**config.mk**
```make
export PLATFORM = sky130hd
export DESIGN_NAME = zero_cross_mains_tracker
export DESIGN_NICKNAME = d
export VERILOG_FILES = /design/src/design/zcmt_pkg.sv /design/src/design/zcmt_cfg.sv /design/src/design/zcmt_engine.sv /design/src/design/zero_cross_mains_tracker.sv
export VERILOG_INCLUDE_DIRS = /design/src /design/src/design
export SDC_FILE = /design/constraint.sdc
export NUM_CORES = 1
export LEC_CHECK = 0
export BUFFER_PORTS_ARGS = -buffer_cell sky130_fd_sc_hd__buf_2
export CAP_MARGIN = 0
export CORE_MARGIN = 2
export CORE_UTILIZATION = 55
export CTS_CLUSTER_DIAMETER = 100
export CTS_CLUSTER_SIZE = 25
export DETAILED_ROUTE_END_ITERATION = 10
export PLACE_DENSITY_LB_ADDON = 0.2
export SLEW_MARGIN = 20
export SYNTH_ARGS = -nofsm -noshare
export SYNTH_HDL_FRONTEND = slang
export SYNTH_SLANG_ARGS = --single-unit
```
**constraint.sdc**
```tcl
create_clock -name clk -period 5.3 [get_ports clk]
set_clock_uncertainty 0.15 [all_clocks]
set_input_delay 0.265 -clock clk [delete_from_list [all_inputs] [get_ports clk]]
set_output_delay 0.265 -clock clk [all_outputs]
set_load 0.005 [all_outputs]
```
**src/design/zero_cross_mains_tracker_macros.svh**
```systemverilog
// ----------------------------------------------------------------------------
// zero_cross_mains_tracker_macros.svh
// Assertion macros for the zero-cross mains tracker RTL.
// ----------------------------------------------------------------------------
`ifndef ZERO_CROSS_MAINS_TRACKER_MACROS_SVH
`define ZERO_CROSS_MAINS_TRACKER_MACROS_SVH

// Same-cycle implication, disabled while reset is asserted.
`define ZCMT_ASSERT_IMPL(label, ante, cons, msg) \
    label: assert property (@(posedge clk) disable iff (!rst_n) (ante) |-> (cons)) \
        else $error(msg);

// Next-cycle implication, disabled while reset is asserted.
`define ZCMT_ASSERT_NEXT(label, ante, cons, msg) \
    label: assert property (@(posedge clk) disable iff (!rst_n) (ante) |=> (cons)) \
        else $error(msg);

`endif

```
**src/design/zcmt_pkg.sv**
```systemverilog
// ----------------------------------------------------------------------------
// zcmt_pkg
// Types and constants for the zero-cross mains tracker.
// ----------------------------------------------------------------------------
`timescale 1ns / 1ps
`default_nettype none

package zcmt_pkg;

    localparam int TIME_W    = 32;
    localparam int HALF_W    = 16;
    localparam int REC_W     = 8;
    localparam int CFG_IDX_W = 3;
    localparam int CFG_DAT_W = 16;
    localparam int TMO_W     = 26;

    localparam logic [TMO_W-1:0] US_PER_MS     = TMO_W'(1000);
    localparam int               HALF_50_US    = 10000;
    localparam int               HALF_60_US    = 8333;
    localparam logic [TIME_W-1:0] FREQ_SPLIT_US = TIME_W'((HALF_50_US + HALF_60_US) / 2);

    localparam logic [CFG_IDX_W-1:0] REG_MIN_HALF  = 3'd0;
    localparam logic [CFG_IDX_W-1:0] REG_MAX_HALF  = 3'd1;
    localparam logic [CFG_IDX_W-1:0] REG_GLITCH    = 3'd2;
    localparam logic [CFG_IDX_W-1:0] REG_RECOVERY  = 3'd3;
    localparam logic [CFG_IDX_W-1:0] REG_TIMEOUT   = 3'd4;
    localparam logic [CFG_IDX_W-1:0] REG_FREQ_ON   = 3'd5;

    localparam logic [HALF_W-1:0] RST_MIN_HALF   = 16'd7000;
    localparam logic [HALF_W-1:0] RST_MAX_HALF   = 16'd12000;
    localparam logic [HALF_W-1:0] RST_GLITCH     = 16'd0;
    localparam logic [REC_W-1:0]  RST_RECOVERY   = 8'd3;
    localparam logic [TMO_W-1:0]  RST_TIMEOUT_US = TMO_W'(100 * 1000);

    typedef enum logic [1:0] {
        CMD_EDGE  = 2'd0,
        CMD_TICK  = 2'd1,
        CMD_CLEAR = 2'd2
    } cmd_t;

    typedef enum logic [1:0] {
        ST_WAITING   = 2'd0,
        ST_ALIVE     = 2'd1,
        ST_LOST      = 2'd2,
        ST_CFG_ERROR = 2'd3
    } status_t;

    typedef enum logic [1:0] {
        FREQ_UNKNOWN = 2'd0,
        FREQ_50      = 2'd1,
        FREQ_60      = 2'd2
    } freq_t;

    typedef struct packed {
        logic [HALF_W-1:0] min_half;
        logic [HALF_W-1:0] max_half;
        logic [HALF_W-1:0] glitch;
        logic [REC_W-1:0]  recovery;
        logic [TMO_W-1:0]  timeout_us;
        logic              freq_on;
        logic              ok;
    } cfg_t;

    typedef struct packed {
        logic              event_valid;
        logic [TIME_W-1:0] event_time;
        logic [HALF_W-1:0] interval_us;
        logic [TIME_W-1:0] sequence_num;
        logic [1:0]        freq;
        logic [1:0]        status;
        logic              alive;
    } result_t;

endpackage

`default_nettype wire

```
**src/design/zcmt_cfg.sv**
```systemverilog
// ----------------------------------------------------------------------------
// zcmt_cfg
// Configuration register file with validity check and timeout scaling.
// ----------------------------------------------------------------------------
`timescale 1ns / 1ps
`default_nettype none

module zcmt_cfg (
    input  wire logic                          clk,
    input  wire logic                          rst_n,
    input  wire logic                          cfg_valid,
    output logic                               cfg_ready,
    input  wire logic [zcmt_pkg::CFG_IDX_W-1:0] cfg_index,
    input  wire logic [zcmt_pkg::CFG_DAT_W-1:0] cfg_data,
    output zcmt_pkg::cfg_t                     cfg,
    output logic                               clear
);
    import zcmt_pkg::*;

    logic [HALF_W-1:0] min_half_reg;
    logic [HALF_W-1:0] max_half_reg;
    logic [HALF_W-1:0] glitch_reg;
    logic [REC_W-1:0]  recovery_reg;
    logic [TMO_W-1:0]  timeout_us_reg;
    logic              freq_on_reg;
    logic              wr;

    assign cfg_ready = 1'b1;
    assign wr        = cfg_valid && cfg_ready;

    // The timeout is kept in microseconds so the tick path needs no multiplier.
    always_ff @(posedge clk or negedge rst_n)
    begin
        if (!rst_n)
        begin
            min_half_reg   <= RST_MIN_HALF;
            max_half_reg   <= RST_MAX_HALF;
            glitch_reg     <= RST_GLITCH;
            recovery_reg   <= RST_RECOVERY;
            timeout_us_reg <= RST_TIMEOUT_US;
            freq_on_reg    <= 1'b1;
        end
        else if (wr)
        begin
            case (cfg_index)
                REG_MIN_HALF: min_half_reg   <= cfg_data;
                REG_MAX_HALF: max_half_reg   <= cfg_data;
                REG_GLITCH:   glitch_reg     <= cfg_data;
                REG_RECOVERY: recovery_reg   <= cfg_data[REC_W-1:0];
                REG_TIMEOUT:  timeout_us_reg <= TMO_W'(cfg_data) * US_PER_MS;
                REG_FREQ_ON:  freq_on_reg    <= cfg_data[0];
                default:      ;
            endcase
        end
    end

    always_comb
    begin
        clear = wr && (cfg_index <= REG_FREQ_ON);
        cfg.min_half   = min_half_reg;
        cfg.max_half   = max_half_reg;
        cfg.glitch     = glitch_reg;
        cfg.recovery   = recovery_reg;
        cfg.timeout_us = timeout_us_reg;
        cfg.freq_on    = freq_on_reg;
        cfg.ok         = (recovery_reg != '0) && (min_half_reg < max_half_reg);
    end

endmodule

`default_nettype wire

```
**src/design/zcmt_engine.sv**
```systemverilog
// ----------------------------------------------------------------------------
// zcmt_engine
// Tracking state and per-item update for edge, tick and clear commands.
// ----------------------------------------------------------------------------
`timescale 1ns / 1ps
`default_nettype none

module zcmt_engine (
    input  wire logic                       clk,
    input  wire logic                       rst_n,
    input  zcmt_pkg::cfg_t                  cfg,
    input  wire logic                       clear,
    input  wire logic                       step,
    input  wire logic [1:0]                 cmd,
    input  wire logic [zcmt_pkg::TIME_W-1:0] now_time,
    output zcmt_pkg::result_t               res
);
    import zcmt_pkg::*;

    logic [TIME_W-1:0] last_reg,   last_next;
    logic [HALF_W-1:0] half_reg,   half_next;
    logic [TIME_W-1:0] count_reg,  count_next;
    logic [1:0]        freq_reg,   freq_next;
    logic [REC_W-1:0]  prog_reg,   prog_next;
    logic [1:0]        status_reg, status_next;

    logic [TIME_W-1:0] span;
    logic              armed;
    logic              evt;

    always_comb
    begin
        span        = now_time - last_reg;
        armed       = (last_reg != '0);
        last_next   = last_reg;
        half_next   = half_reg;
        count_next  = count_reg;
        freq_next   = freq_reg;
        prog_next   = prog_reg;
        status_next = status_reg;
        evt         = 1'b0;

        case (cmd)
            CMD_EDGE:
            begin
                if ((cfg.glitch != '0) && armed && (span < TIME_W'(cfg.glitch)))
                begin
                    // Too close to the last edge: treated as a glitch.
                end
                else if (!armed)
                begin
                    last_next   = now_time;
                    status_next = ST_WAITING;
                end
                else if ((span >= TIME_W'(cfg.min_half)) && (span <= TIME_W'(cfg.max_half)))
                begin
                    last_next  = now_time;
                    half_next  = span[HALF_W-1:0];
                    count_next = count_reg + 1'b1;
                    if (cfg.freq_on)
                    begin
                        freq_next = (span >= FREQ_SPLIT_US) ? FREQ_50 : FREQ_60;
                    end
                    if (status_reg == ST_LOST)
                    begin
                        prog_next = prog_reg + 1'b1;
                        if (prog_next >= cfg.recovery)
                        begin
                            prog_next   = '0;
                            status_next = ST_ALIVE;
                            evt         = 1'b1;
                        end
                    end
                    else
                    begin
                        status_next = ST_ALIVE;
                        evt         = 1'b1;
                    end
                end
            end
            CMD_TICK:
            begin
                if ((cfg.timeout_us != '0) && armed && (status_reg == ST_ALIVE)
                    && (span > TIME_W'(cfg.timeout_us)))
                begin
                    status_next = ST_LOST;
                    prog_next   = '0;
                end
            end
            CMD_CLEAR:
            begin
                last_next   = '0;
                half_next   = '0;
                count_next  = '0;
                freq_next   = FREQ_UNKNOWN;
                prog_next   = '0;
                status_next = ST_WAITING;
            end
            default: ;
        endcase

        // With a bad configuration every command is ignored.
        if (!cfg.ok)
        begin
            res = '0;
            res.status = ST_CFG_ERROR;
        end
        else
        begin
            res.event_valid  = evt;
            res.event_time   = evt ? now_time : '0;
            res.interval_us  = half_next;
            res.sequence_num = count_next;
            res.freq         = freq_next;
            res.status       = status_next;
            res.alive        = (status_next == ST_ALIVE);
        end
    end

    always_ff @(posedge clk or negedge rst_n)
    begin
        if (!rst_n)
        begin
            last_reg   <= '0;
            half_reg   <= '0;
            count_reg  <= '0;
            freq_reg   <= FREQ_UNKNOWN;
            prog_reg   <= '0;
            status_reg <= ST_WAITING;
        end
        else if (clear)
        begin
            last_reg   <= '0;
            half_reg   <= '0;
            count_reg  <= '0;
            freq_reg   <= FREQ_UNKNOWN;
            prog_reg   <= '0;
            status_reg <= ST_WAITING;
        end
        else if (step && cfg.ok)
        begin
            last_reg   <= last_next;
            half_reg   <= half_next;
            count_reg  <= count_next;
            freq_reg   <= freq_next;
            prog_reg   <= prog_next;
            status_reg <= status_next;
        end
    end

endmodule

`default_nettype wire

```
**src/design/zero_cross_mains_tracker.sv**
```systemverilog
// ----------------------------------------------------------------------------
// zero_cross_mains_tracker
// Mains zero-crossing tracker: edge interval check, frequency sort and loss
// detection, one result item for every input item.
// ----------------------------------------------------------------------------
//
//   Channel   Handshake              Payload
//   --------  ---------------------  ---------------------------------------
//   input     in_valid / in_stall    cmd, now_time
//   output    out_valid / out_stall  event_valid, event_time, event_half_cycle,
//                                    event_sequence, frequency_class,
//                                    status_code, alive
//   config    cfg_valid / cfg_ready  cfg_index, cfg_data
//
// An item passes from acceptance through the input register and then
// through the tracking update into the result register.
// A new item is accepted every cycle while the output is not stalled; the
// state update handles one item per clock.
// Reset (rst_n, asynchronous) restores the register defaults and clears the
// tracking state; a write to a defined register (index 0 to 5) clears it too.
// A stall on the output holds the result register, which then holds the
// input register and raises in_stall once both are full.
// ----------------------------------------------------------------------------
`timescale 1ns / 1ps
`default_nettype none

module zero_cross_mains_tracker (
    input  wire logic                           clk,
    input  wire logic                           rst_n,
    input  wire logic                           in_valid,
    output logic                                in_stall,
    input  wire logic [1:0]                     cmd,
    input  wire logic [zcmt_pkg::TIME_W-1:0]    now_time,
    output logic                                out_valid,
    input  wire logic                           out_stall,
    output logic                                event_valid,
    output logic [zcmt_pkg::TIME_W-1:0]         event_time,
    output logic [zcmt_pkg::HALF_W-1:0]         event_half_cycle,
    output logic [zcmt_pkg::TIME_W-1:0]         event_sequence,
    output logic [1:0]                          frequency_class,
    output logic [1:0]                          status_code,
    output logic                                alive,
    input  wire logic                           cfg_valid,
    output logic                                cfg_ready,
    input  wire logic [zcmt_pkg::CFG_IDX_W-1:0] cfg_index,
    input  wire logic [zcmt_pkg::CFG_DAT_W-1:0] cfg_data
);
    import zcmt_pkg::*;
    `include "zero_cross_mains_tracker_macros.svh"

    cfg_t              cfg;
    logic              clear;
    result_t           res;

    // Input register.
    logic              s1_valid_reg;
    logic [1:0]        s1_cmd_reg;
    logic [TIME_W-1:0] s1_now_reg;

    // Result register.
    logic              out_valid_reg;
    result_t           out_res_reg;

    logic              out_adv;
    logic              step;

    zcmt_cfg u_cfg (
        .clk       (clk),
        .rst_n     (rst_n),
        .cfg_valid (cfg_valid),
        .cfg_ready (cfg_ready),
        .cfg_index (cfg_index),
        .cfg_data  (cfg_data),
        .cfg       (cfg),
        .clear     (clear)
    );

    zcmt_engine u_engine (
        .clk      (clk),
        .rst_n    (rst_n),
        .cfg      (cfg),
        .clear    (clear),
        .step     (step),
        .cmd      (s1_cmd_reg),
        .now_time (s1_now_reg),
        .res      (res)
    );

    // The result register moves whenever it is empty or being taken; the
    // engine commits its state update in exactly the cycle its item moves on.
    assign out_adv  = !out_valid_reg || !out_stall;
    assign step     = s1_valid_reg && out_adv;
    assign in_stall = s1_valid_reg && !out_adv;

    always_ff @(posedge clk or negedge rst_n)
    begin
        if (!rst_n)
        begin
            s1_valid_reg <= 1'b0;
        end
        else if (!in_stall)
        begin
            s1_valid_reg <= in_valid;
        end
    end

    always_ff @(posedge clk)
    begin
        if (!in_stall && in_valid)
        begin
            s1_cmd_reg <= cmd;
            s1_now_reg <= now_time;
        end
    end

    always_ff @(posedge clk or negedge rst_n)
    begin
        if (!rst_n)
        begin
            out_valid_reg <= 1'b0;
        end
        else if (out_adv)
        begin
            out_valid_reg <= s1_valid_reg;
        end
    end

    always_ff @(posedge clk)
    begin
        if (step)
        begin
            out_res_reg <= res;
        end
    end

    assign out_valid        = out_valid_reg;
    assign event_valid      = out_res_reg.event_valid;
    assign event_time       = out_res_reg.event_time;
    assign event_half_cycle = out_res_reg.interval_us;
    assign event_sequence   = out_res_reg.sequence_num;
    assign frequency_class  = out_res_reg.freq;
    assign status_code      = out_res_reg.status;
    assign alive            = out_res_reg.alive;

    // An item that enters the input register is always held there next cycle.
    `ZCMT_ASSERT_NEXT(a_in_reg_loads, in_valid && !in_stall, s1_valid_reg, "input item lost")
    // An event is only reported while the tracker is alive.
    `ZCMT_ASSERT_IMPL(a_event_alive, out_valid && event_valid, alive && (status_code == ST_ALIVE), "event outside alive state")
    // Non-event results carry a zero timestamp.
    `ZCMT_ASSERT_IMPL(a_time_zero, out_valid && !event_valid, event_time == '0, "timestamp on non-event")
    // A configuration error reports a cleared result.
    `ZCMT_ASSERT_IMPL(a_cfg_err_clear, out_valid && (status_code == ST_CFG_ERROR), !event_valid && (event_sequence == '0) && (frequency_class == FREQ_UNKNOWN), "config error result not cleared")

endmodule

`default_nettype wire

```
==> results of run 1 <==
## cells in the final DEF (no fill, tap or decap), drive strengths merged, types with 28 or more instances in the layout
cell           n
nor2b         46
inv          166
dfrtp        151
nand4         28
o21ai        135
a21oi        110
nand2        164
ha           180
nor3          39
a21o          38
o21a          28
nand3         51
xnor2         29
clkbuf        28
edfxtp       120
buf          295
and2          57
a22o          32
dlygate4sd3   42
nor2          99
mux2i         37
fa            55
a31oi         31
## metal layers
metal / vias to the layer above / global-route usage [%]
met1: 8003 / 39.9
met2: 577 / 46.1
met3: 138 / 4.34
met4: 2 / 12.4
met5: - / 0
li1: 7611 / -
## timing repair
item	CTS	global route
gates cloned	1	5
setup buffers	3	10
gates resized for setup	16	90
setup endpoints to repair	85	164
hold buffers	42	0
pin swaps	9	65
endpoints found under the hold margin	111	0
## cell families (layout without fill, tap and decap cells)
logic type	count (synthesis)	in the layout
and+or+nand+nor	628	628
AOI/OAI and AO/OA	467	467
DFF	294	294
buffers and inverters	242	532
adders and majority gates	235	235
muxes	60	60
xor gates and xnor gates	43	43
other	1	1
## per-stage QoR
step | setup TNS, ns | setup slack, ns | cell area, um^2 | power (mW) | std cells
after floorplan | 0 | 0.0397 | 19600 | 5.39 | 1970
after global placement | -0.962 | -0.0759 | 21700 | 6.53 | 2634
after detailed placement | -10.18 | -0.225 | 21700 | 6.66 | 2634
after CTS | 0 | 0.00105 | 22700 | 8.07 | 2706
after global routing | -6.94 | -0.160 | 23200 | 8.80 | 2721
final | 0 | 0.0565 | 23200 | 8.19 | 2721
## cell type report
| type | instances | area share, % |
|---|---|---|
| clock buffers | 24 | 1.78 |
| clock inverters | 2 | 0.167 |
| inverters | 165 | 2.66 |
| multi-input cells | 1434 | 47.6 |
| flip-flops and latches | 294 | 34.4 |
| well taps | 461 | 2.48 |
| repair buffers | 341 | 11.0 |
## how the worst min path moves through the flow
stage                          end  depth (start not counted)  slack (ns)
4_1_cts          u_cfg.freq_on_reg                          3      0.0009
5_1_grt          u_cfg.freq_on_reg                          3       0.009
3_5_place_dp   u_cfg.glitch_reg[3]                          1        0.22
3_3_place_gp   u_cfg.glitch_reg[3]                          1        0.22
6_report         u_cfg.freq_on_reg                          3        0.02
2_1_floorplan            out_valid                          0       -0.18
## critical path: stages (launching register included)
cell	delay [ns]
sky130_fd_sc_hd__edfxtp_1	0.43
sky130_fd_sc_hd__ha_1	0.34
sky130_fd_sc_hd__o21a_1	0.22
sky130_fd_sc_hd__o31ai_4	0.07
sky130_fd_sc_hd__a21oi_1	0.10
sky130_fd_sc_hd__or2_4	0.27
sky130_fd_sc_hd__a21oi_2	0.16
sky130_fd_sc_hd__buf_4	0.13
sky130_fd_sc_hd__buf_4	0.11
sky130_fd_sc_hd__nor2b_4	0.17
sky130_fd_sc_hd__ha_1	0.25
sky130_fd_sc_hd__and4_4	0.20
sky130_fd_sc_hd__nand4_1	0.11
sky130_fd_sc_hd__a21o_1	0.11
sky130_fd_sc_hd__or2_2	0.10
sky130_fd_sc_hd__a21oi_1	0.05
sky130_fd_sc_hd__o32a_1	0.35
sky130_fd_sc_hd__a221o_1	0.36
sky130_fd_sc_hd__buf_6	0.16
sky130_fd_sc_hd__or3_4	0.36
sky130_fd_sc_hd__a211oi_4	0.25
sky130_fd_sc_hd__buf_6	0.19
sky130_fd_sc_hd__clkbuf_16	0.20
sky130_fd_sc_hd__mux2i_1	0.20
sky130_fd_sc_hd__nor2_1	0.06
## power by group
part | switching [mW] | leakage [nW] | internal (mW)
clock | 0.756 | 0.218 | 0.598
combinational | 2.18 | 6.57 | 1.75
sequential | 0.210 | 3.42 | 2.70
==> results.txt, run 1 <==
----------------------------------------------------
[Outcome]
  Run status ... completed

[CTS]
  CTS tree ... yes
  Max clock buf depth ... 3
  Clock Sink Count ... 294
  H-tree depth ... 1
  Clock insertion delay at the later pin of the skew report ... 0.53 ns
  Num CTS Buffers ... 15
  Clock-pin slew of the registers on the worst-case setup and hold paths ... 0.11 ns
  Clock tree root buffer cell ... sky130_fd_sc_hd__clkbuf_16

[Drt]
  Detailed-route wire length ... 53.5 mm
  Post-detailed-route wirelength per cell ... 19.7 um
  Via-per-instance ratio ... 6.00
  Max Used Layer ... met5
  Number of nets with antenna violations after detailed routing ... 0
  Met2 routed WL ... 24.7 mm
  Detailed-routed wire length on met3 ... 3.40 mm
  Total routed wire length on the met1 layer ... 23.0 mm
  DR vias ... 16,300
  Number of DRC violations after detailed routing ... 0
  Iteration-0 DRC Markers ... 1,197
  Number of detailed-route iterations in the first pass ... 6

[Logic synthesis]
  Flip-flop and latch count after synthesis ... 294
  Post-synthesis share of cell area spent on xor and xnor gates ... 1.92%
  Dominant cell type by area after synthesis ... sky130_fd_sc_hd__dfrtp_1
  Post-synthesis async set-or-reset flop share ... 59.2%
  Commonest cells in the synthesized netlist ... sky130_fd_sc_hd__ha_1 (180), sky130_fd_sc_hd__inv_1 (165), sky130_fd_sc_hd__nand2_1 (164), sky130_fd_sc_hd__dfrtp_1 (151), sky130_fd_sc_hd__o21ai_0 (133)
  Share of the synthesized area in compound gates (AO/OA/AOI/OAI) ... 15.4%
  Post-synth net total ... 2,263
  Avg Cell Area, Syn ... 9.97 um^2
  Number of distinct library cells after synthesis ... 89
  Number of instances in the synthesized netlist ... 1,970
  Post-Syn Area ... 19,600 um^2
  Synthesis Warnings ... 0
  Most common cell in the netlist ... sky130_fd_sc_hd__ha_1
  Synth top area share ... 19.2%
  Main combinational cell family by area after synthesis ... adder cells
  Prevailing post-synth register cell ... sky130_fd_sc_hd__dfrtp_1
  Mux cell area share after synthesis ... 3.20%
  Simple logic cell fraction of the synthesized area ... 16.8%
  Synth top area cells ... sky130_fd_sc_hd__dfrtp_1 (19%), sky130_fd_sc_hd__edfxtp_1 (18%), sky130_fd_sc_hd__ha_1 (11%), sky130_fd_sc_hd__fa_1 (5.6%), sky130_fd_sc_hd__o21ai_0 (3.4%)
  Adder-cell area share of the yosys netlist ... 17.1%
  Sequential cell area fraction in the yosys report ... 40.7%
  Number of synthesized flops with an enable pin ... 120

[Floorplanning]
  Die width ... 193 um
  Total number of placement rows ... 69
  Die outline area ... 37,200 um^2
  Placeable core region ... 35,400 um^2
  Chip height ... 193 um
  Boundary pin count ... 147
  Starting utilization of the core area ... 55.5%

[Layout]
  Fraction of final layout cells sized beyond drive strength 1 ... 20.8%
  Post-layout utilization of the core ... 65.7%
  Antenna fix cells ... 0
  Final net count ... 2,544
  Area Growth Syn to Fin ... 18.4%
  Combined area of the multi-input logic cells ... 11,100 um^2
  Number of fillers in the final layout ... 2,881
  Sequential cell area ... 7990 um^2

[Worst setup path]
  Peak fanout along the critical path ... 8
  Critical path startpoint category ... flop
  CP endpoint ... u_engine.last_reg[22]
  Number of cells on the worst reg-to-reg path ... 24
  Worst-case register-to-register setup slack ... 0.06 ns
  Worst Path Class, Setup ... reg2reg
  Worst path required time ... 5.53 ns
  Setup crit start ... s1_now_reg[2]
  Data arrival time at the worst-slack endpoint ... 5.47 ns
  Setup crit end kind ... flop
  Reg-to-Reg Start ... s1_now_reg[2]
  Capture point of the worst reg-to-reg path ... u_engine.last_reg[22]

[Power and ir drop]
  PD cells ... 352 nW/um^2
  Leakage power figure ... 10.2 nW
  Maximum vdd ir drop ... 309 uV

[Worst hold path]
  Start point of the worst min-delay path ... cfg_index[0]
  Path type of the worst min-delay path ... in2reg

[Timing]
  Share of the clock period used by the worst path after layout ... 98.9%
  Post-route worst hold slack ... 0.0173 ns
  Slew Limit Headroom ... 25.6%
  Hold Vio Cnt, Final ... 0
  Final setup violation count ... 0
  RSZ-0062 raised after global routing ... yes
  Maximum operating frequency ... 191 MHz
  Clock period minus final worst setup slack ... 5.24 ns
  Transition time of the tightest slew-check pin ... 1.09 ns
  Final Slew Violations ... 0

[Global routing]
  Number of antenna violations at the first check in global routing ... 1
  All-Layer GR Usage ... 29.0%
  Maximum number of pins on one net before global-route repair ... 79
  Wire length of the first global-routing pass ... 85.0 mm
  Overflow left after global routing ... 0
  Number of global-route vias before repair ... 16,200

[Placed design]
  GP Congestion ... 0.967
  Total half-perimeter wirelength after legalization and detailed placement ... 38.5 mm
  Number of buffer cells added on primary ports ... 145

[Run]
  Max-capacitance violation count ... 0

----------------------------------------------------
(Power assumes the default switching activity.)
==> inputs of run 2 (changes only) <==
--- a/config.mk
+++ b/config.mk
@@ -7,9 +7,9 @@
 export NUM_CORES = 1
 export LEC_CHECK = 0
 export BUFFER_PORTS_ARGS = -buffer_cell sky130_fd_sc_hd__buf_2
-export CAP_MARGIN = 0
+export CAP_MARGIN = 20
 export CORE_MARGIN = 2
-export CORE_UTILIZATION = 55
+export CORE_UTILIZATION = 35
 export CTS_CLUSTER_DIAMETER = 100
 export CTS_CLUSTER_SIZE = 25
 export DETAILED_ROUTE_END_ITERATION = 10
==> constraint.sdc (replaced) <==
create_clock -name clk -period 4.3 [get_ports clk]
set_clock_uncertainty 0.15 [all_clocks]
set_input_delay 0.215 -clock clk [delete_from_list [all_inputs] [get_ports clk]]
set_output_delay 0.215 -clock clk [all_outputs]
set_load 0.005 [all_outputs]
==> results.txt, run 2 (same netlist as run 1, synthesis figures left out) <==
----------------------------------------------------
[Power and ir drop]
  Leakage power figure ... 11.3 nW (+11%)
  Total power consumption of the routed design ... 11.0 mW (+35%)
  Maximum vdd ir drop ... 272 uV (-12%)
  PD cells ... 429 nW/um^2 (+22%)

[Outcome]
  Run status ... complete, but fails checks
  Failing checks ... setup timing

[Timing]
  Transition time of the tightest slew-check pin ... 1.07 ns (-0.0193 ns)
  RSZ-0062 raised after global routing ... yes
  Maximum operating frequency ... 193 MHz (+1.1%)
  Share of the clock period used by the worst path after layout ... 121% (+22 points)
  Worst Setup Slack, final ... -0.885 ns (-0.942 ns)
  Final Slew Violations ... 0 (unchanged)
  Slew Limit Headroom ... 28.8% (+3.2 points)
  Clock period minus final worst setup slack ... 5.19 ns (-0.0584 ns)
  Final setup violation count ... 178 (+178)
  Hold Vio Cnt, Final ... 0 (unchanged)

[Placed design]
  Placed Cells ... 3,076 (+17%)
  GP Congestion ... 0.900 (-6.9%)
  Total half-perimeter wirelength after legalization and detailed placement ... 43.6 mm (+13%)
  Number of buffer cells added on primary ports ... 145 (unchanged)

[CTS]
  Clock tree root buffer cell ... sky130_fd_sc_hd__clkbuf_16
  Clock Sink Count ... 294 (unchanged)
  Num CTS Buffers ... 16 (+1)
  Max clock buf depth ... 3 (unchanged)
  Clock-pin slew of the registers on the worst-case setup and hold paths ... 0.10 ns (about the same)
  CTS tree ... yes
  H-tree depth ... 1 (unchanged)
  Clock insertion delay at the later pin of the skew report ... 0.55 ns (+0.02 ns)

[Run]
  Max-capacitance violation count ... 0 (unchanged)

[Worst setup path]
  Cell repeated most along the worst path ... sky130_fd_sc_hd__nand2_1
  Critical path startpoint category ... flop
  Cell class contributing the biggest share of worst-path delay ... compound AO/OA/AOI/OAI gates
  Stage delay of the slowest cell on the critical path ... 0.42 ns (about the same)
  Crit path max-delay cell type ... sky130_fd_sc_hd__a221o_2
  Worst Path Class, Setup ... reg2reg
  Data arrival time at the worst-slack endpoint ... 5.32 ns (-0.15 ns)
  Total buffers and inverters traversed by the critical path ... 5 (unchanged)
  Worst-case register-to-register setup slack ... -0.89 ns (-0.94 ns)
  Peak fanout along the critical path ... 5 (-3)
  Setup crit end kind ... flop
  Worst path required time ... 4.43 ns (-1.10 ns)

[Floorplanning]
  Placeable core region ... 55,300 um^2 (+56%)
  Die outline area ... 58,000 um^2 (+56%)
  Starting utilization of the core area ... 35.5% (-20 points)
  Total number of placement rows ... 86 (+25%)
  Boundary pin count ... 147 (unchanged)
  Chip height ... 241 um (+25%)
  Die width ... 241 um (+25%)

[Layout]
  Area Growth Syn to Fin ... 30.9%
  Fraction of final layout cells sized beyond drive strength 1 ... 29.4% (+8.6 points)
  Antenna fix cells ... 0 (unchanged)
  Final net count ... 2,728 (+7.2%)
  Final non-filler cell total ... 3,193 (+17%)
  Most frequent standard cell in the layout excluding fill and tap cells ... sky130_fd_sc_hd__buf_4
  Most used cells in the layout excluding fill and tap cells ... sky130_fd_sc_hd__buf_4 (290), sky130_fd_sc_hd__ha_1 (172), sky130_fd_sc_hd__inv_1 (164), sky130_fd_sc_hd__nand2_1 (155), sky130_fd_sc_hd__dfrtp_1 (151)

[Drt]
  Number of nets with antenna violations after detailed routing ... 0 (unchanged)
  Total routed wire length on the met1 layer ... 27.8 mm (+21%)
  Number of DRC violations after detailed routing ... 0 (unchanged)
  Detailed-routed wire length on met3 ... 2.57 mm (-25%)
  Number of detailed-route iterations in the first pass ... 5 (-1)
  Met2 routed WL ... 28.3 mm (+15%)
  Detailed-route wire length ... 60.1 mm (+12%)
  DR vias ... 16,600 (+1.7%)
  Max Used Layer ... met5
  Iteration-0 DRC Markers ... 1,158 (-3.3%)
  Post-detailed-route wirelength per cell ... 18.8 um (-4.4%)
  Via-per-instance ratio ... 5.20 (-13%)

[Global routing]
  All-Layer GR Usage ... 20.6% (-8.4 points)
  Overflow left after global routing ... 0 (unchanged)
  Number of antenna violations at the first check in global routing ... 5 (+4)
  Wire length of the first global-routing pass ... 93.2 mm (+9.7%)
  Number of global-route vias before repair ... 16,700 (+2.7%)
  Maximum number of pins on one net before global-route repair ... 123 (+56%)

[Worst hold path]
  Path type of the worst min-delay path ... in2reg

----------------------------------------------------
## run 2: per-layer routing
| metal | vias up | GRT usage (%) |
|---|---|---|
| li1 | 7990 | - |
| met3 | 70 | 2.71 |
| met2 | 366 | 34.5 |
| met5 | - | 0 |
| met4 | 6 | 5.33 |
| met1 | 8181 | 28.2 |
## run 2: report_power, final
part	leakage, nW	switching, mW	internal (mW)	total [mW]
clock	0.232	1.00	0.744	1.74
combinational	7.63	3.00	2.71	5.71
sequential	3.42	0.259	3.32	3.58
## run 2: timing repair
item / in CTS / in global routing
gates cloned: 9 / 4
buffers inserted: 15 / 16
pin swaps: 40 / 65
hold buffers: 49 / 0
setup endpoints to repair: 178 / 184
endpoints found under the hold margin: 107 / 0
resized for setup: 80 / 91
## run 2: tightest hold or removal path, cell delays in order
cell and delay (ns):
sky130_fd_sc_hd__buf_2 0.16, sky130_fd_sc_hd__buf_4 0.18, sky130_fd_sc_hd__nand2_1 0.05, sky130_fd_sc_hd__o21ai_0 0.06
## run 2: metrics by stage
step	util, %	hold WS, ns	setup WS (ns)	area, um^2	TNS (ns)
finish	46.5	0.0158	-0.885	25700	-130.51
global route	46.5	0.0491	-1.06	25700	-165.30
CTS	45.4	0.000530	-0.910	25100	-138.48
detailed placement	42.4	0.0919	-1.00	23500	-153.90
global placement	42.4	0.0798	-0.839	23500	-128.70
floorplan	-	-0.231	-0.619	19900	-72.40
## run 2: worst paths after layout
path	start	depth (start not counted)	endpoint
setup reg to reg	s1_now_reg[0]	26	event_sequence[19]
hold reg to reg	u_cfg.timeout_us_reg[9]	2	u_cfg.timeout_us_reg[9]
max in group asynchronous	rst_n	3	u_engine.half_reg[6]
min in group asynchronous	rst_n	2	u_cfg.timeout_us_reg[22]
hold / removal	cfg_data[9]	4	u_cfg.glitch_reg[9]
setup / recovery	s1_now_reg[0]	26	event_sequence[19]
## run 2: final cells by class
type | count | area, um^2
clock buffers | 21 | 440
clock inverters | 7 | 46.3
fillers | 5263 | 29600
inverters | 165 | 619
multi-input cells | 1434 | 11500
flip-flops and latches | 294 | 7990
well taps | 748 | 936
repair buffers | 524 | 4150
==> inputs of run 3 (changes only) <==
--- a/config.mk
+++ b/config.mk
@@ -6,13 +6,15 @@
 export SDC_FILE = /design/constraint.sdc
 export NUM_CORES = 1
 export LEC_CHECK = 0
-export BUFFER_PORTS_ARGS = -buffer_cell sky130_fd_sc_hd__buf_2
+export ABC_CLOCK_PERIOD_IN_PS = 4300
+export BUFFER_PORTS_ARGS = -buffer_cell sky130_fd_sc_hd__buf_4
 export CAP_MARGIN = 20
 export CORE_MARGIN = 2
 export CORE_UTILIZATION = 35
 export CTS_CLUSTER_DIAMETER = 100
 export CTS_CLUSTER_SIZE = 25
 export DETAILED_ROUTE_END_ITERATION = 10
+export GPL_ROUTABILITY_DRIVEN = 0
 export PLACE_DENSITY_LB_ADDON = 0.2
 export SLEW_MARGIN = 20
 export SYNTH_ARGS = -nofsm -noshare
==> results.txt, run 3 (same netlist as run 1, synthesis figures left out) <==
----------------------------------------------------
[Outcome]
  Run status ... complete, but fails checks
  Failing checks ... setup timing

[Worst setup path]
  Cell repeated most along the worst path ... sky130_fd_sc_hd__o211ai_1
  Reg-to-Reg Start ... s1_now_reg[3]
  Peak fanout along the critical path ... 8 (+3)
  Setup crit start ... s1_now_reg[3]
  Number of cells on the worst reg-to-reg path ... 22 (-15%)
  Worst path required time ... 4.54 ns (+0.11 ns)
  Setup crit end kind ... flop
  Data arrival time at the worst-slack endpoint ... 5.43 ns (+0.11 ns)
  Total buffers and inverters traversed by the critical path ... 4 (-1)
  Critical path startpoint category ... flop
  Cell class contributing the biggest share of worst-path delay ... compound AO/OA/AOI/OAI gates
  Instance count on the critical path ... 22 (-15%)
  List of cells traversed by the critical path ... ha_4 > buf_6 > o211ai_1 > a21oi_4 > buf_4 > o211ai_1 > nand2_2 > xor2_2 > ha_1 > and4_1 > nand4_1 > a21o_1 > or2_4 > a21oi_2 > o32a_1 > a221o_2 > or3_4 > a211oi_4 > buf_12 > clkbuf_16 > mux2i_1 > nor2_1
  Worst Path Class, Setup ... reg2reg
  Stage delay of the slowest cell on the critical path ... 0.53 ns (+0.11 ns)
  Crit path max-delay cell type ... sky130_fd_sc_hd__edfxtp_1

[Power and ir drop]
  PD cells ... 423 nW/um^2 (-1.5%)
  Sequential share of power ... 32.5% (about the same)
  Clock power frac ... 15.9% (about the same)
  Total power consumption of the routed design ... 11.0 mW (about the same)
  Net switching component of the power ... 4.25 mW (-0.24%)
  Leakage power figure ... 11.4 nW (+0.92%)
  Gate power share ... 51.6% (about the same)
  Internal power ... 6.78 mW (about the same)
  Switching fraction of total power ... 38.5% (-0.056 points)
  Maximum vdd ir drop ... 269 uV (-1.2%)

[Timing]
  Hold Vio Cnt, Final ... 0 (unchanged)
  Share of the clock period used by the worst path after layout ... 121% (+0.14 points)
  Final setup violation count ... 178 (unchanged)
  Transition time of the tightest slew-check pin ... 1.10 ns (+0.0304 ns)
  Slew Limit Headroom ... 26.8% (-2.0 points)
  Worst Setup Slack, final ... -0.891 ns (-0.00598 ns)
  Final Slew Violations ... 0 (unchanged)
  Maximum operating frequency ... 193 MHz (-0.12%)
  Clock period minus final worst setup slack ... 5.19 ns (+0.00598 ns)
  Post-route worst hold slack ... 0.0263 ns (+0.0105 ns)
  RSZ-0062 raised after global routing ... yes

[Drt]
  Number of DRC violations after detailed routing ... 0 (unchanged)
  Iteration-0 DRC Markers ... 1,084 (-6.4%)
  Detailed-route wire length ... 59.5 mm (-1.1%)
  Number of nets with antenna violations after detailed routing ... 0 (unchanged)
  Via-per-instance ratio ... 5.18 (-0.51%)
  DR vias ... 16,600 (-0.29%)
  Post-detailed-route wirelength per cell ... 18.6 um (-1.3%)
  Number of detailed-route iterations in the first pass ... 7 (+2)

[Floorplanning]
  Boundary pin count ... 147 (unchanged)
  Chip height ... 241 um (unchanged)
  Starting utilization of the core area ... 35.5% (unchanged)
  Placeable core region ... 55,300 um^2 (unchanged)
  Die width ... 241 um (unchanged)
  Die outline area ... 58,000 um^2 (unchanged)
  Total number of placement rows ... 86 (unchanged)

[Placed design]
  Worst setup slack before clock tree synthesis ... -1.03 ns (-0.0308 ns)
  Total half-perimeter wirelength after legalization and detailed placement ... 42.8 mm (-1.6%)
  Number of buffer cells added on primary ports ... 145 (unchanged)
  Placed Cells ... 3,068 (-0.26%)
  Area of placed instances ... 23,800 um^2 (+1.3%)

[Run]
  Max-capacitance violation count ... 0 (unchanged)

[Global routing]
  Overflow left after global routing ... 0 (unchanged)
  All-Layer GR Usage ... 19.9% (-0.74 points)
  Maximum number of pins on one net before global-route repair ... 90 (-27%)
  Number of antenna violations at the first check in global routing ... 1 (-4)
  Number of global-route vias before repair ... 16,200 (-2.5%)
  Wire length of the first global-routing pass ... 90.4 mm (-3.0%)

[CTS]
  Clock-pin slew of the registers on the worst-case setup and hold paths ... 0.11 ns (about the same)
  H-tree depth ... 1 (unchanged)
  Max clock buf depth ... 3 (unchanged)
  Clock tree root buffer cell ... sky130_fd_sc_hd__clkbuf_16
  Num CTS Buffers ... 16 (unchanged)
  Clock Sink Count ... 294 (unchanged)
  Clock insertion delay at the later pin of the skew report ... 0.54 ns (about the same)
  CTS tree ... yes

[Layout]
  Fraction of final layout cells sized beyond drive strength 1 ... 29.0% (-0.44 points)
  Most used cells in the layout excluding fill and tap cells ... sky130_fd_sc_hd__buf_4 (425), sky130_fd_sc_hd__ha_1 (174), sky130_fd_sc_hd__inv_1 (163), sky130_fd_sc_hd__nand2_1 (151), sky130_fd_sc_hd__dfrtp_1 (151)
  Final Instance Area ... 26,100 um^2 (+1.4%)
  Most frequent standard cell in the layout excluding fill and tap cells ... sky130_fd_sc_hd__buf_4
  Final net count ... 2,734 (+0.22%)
  Area Growth Syn to Fin ... 32.8%
  Final non-filler cell total ... 3,200 (+0.22%)

[Worst hold path]
  Min-Delay Path Depth ... 4 (unchanged)
  Path type of the worst min-delay path ... in2reg
  Start point of the worst min-delay path ... cfg_data[6]

----------------------------------------------------
==> run 3: changes by cell type in the layout (fill, tap and decap cells not counted), sizes merged <==
cell,before,now
buf,469,472
bufbuf,2,0
dlygate4sd3,49,54
clkinvlp,2,0
diode,0,1
inv,165,167
==> run 3: final cells by class <==
type | instances | area [um^2]
Timing Repair Buffer | 530 | 4610
Clock inverter | 7 | 43.8
Sequential cell | 294 | 7990
Multi-Input combinational cell | 1434 | 11400
Tap cell | 748 | 936
Inverter | 165 | 619
Antenna cell | 1 | 2.50
Fill cell | 5216 | 29200
Clock buffer | 21 | 440
==> run 3: per-stage QoR <==
step | utilization (%) | setup TNS, ns
3_3_place_gp | 42.9 | -152.57
2_1_floorplan | - | -72.40
4_1_cts | 46.0 | -122.05
3_5_place_dp | 42.9 | -159.97
5_1_grt | 47.2 | -170.48
6_report | 47.2 | -134.46
==> run 3: routing by layer <==
| layer | global-route usage [%] | routed length (um) | vias up |
|---|---|---|---|
| met5 | 0 | 0 | - |
| met4 | 4.62 | 1410 | 0 |
| met3 | 2.57 | 2720 | 66 |
| met2 | 33.4 | 28300 | 379 |
| met1 | 27.3 | 27100 | 8118 |
| li1 | - | - | 8001 |
==> run 3: worst min-delay path: stages <==
cell,delay [ns]
sky130_fd_sc_hd__buf_4,0.13
sky130_fd_sc_hd__buf_4,0.19
sky130_fd_sc_hd__nand2_1,0.06
sky130_fd_sc_hd__o21ai_0,0.08
==> run 3: path summary, 6_finish.rpt <==
kind | end | slack [ns]
setup / recovery | u_engine.last_reg[29] | -0.89
hold / removal | u_cfg.glitch_reg[6] | 0.03
setup reg to reg | u_engine.last_reg[29] | -0.89
hold reg to reg | u_cfg.timeout_us_reg[10] | 0.34
max in group asynchronous | u_engine.status_reg[1] | 2.76
min in group asynchronous | u_cfg.timeout_us_reg[21] | 0.20
==> run 3: repair_timing <==
| action | in CTS | in global routing |
|---|---|---|
| resized for setup | 88 | 90 |
| hold endpoints to repair | 140 | 0 |
| hold buffers | 54 | 0 |
| setup endpoints to repair | 178 | 183 |
| pin swaps | 60 | 25 |
| gates cloned | 5 | 7 |
| buffers inserted | 26 | 20 |
==> run 3: power groups by stage <==
stage	logic (mW)	registers, mW	clock network [mW]
floorplan	3.22	3.55	0
global placement	5.19	3.63	0
detailed placement	5.28	3.64	0
CTS	5.54	3.58	1.80
global route	6.33	3.63	1.89
finish	5.69	3.58	1.75
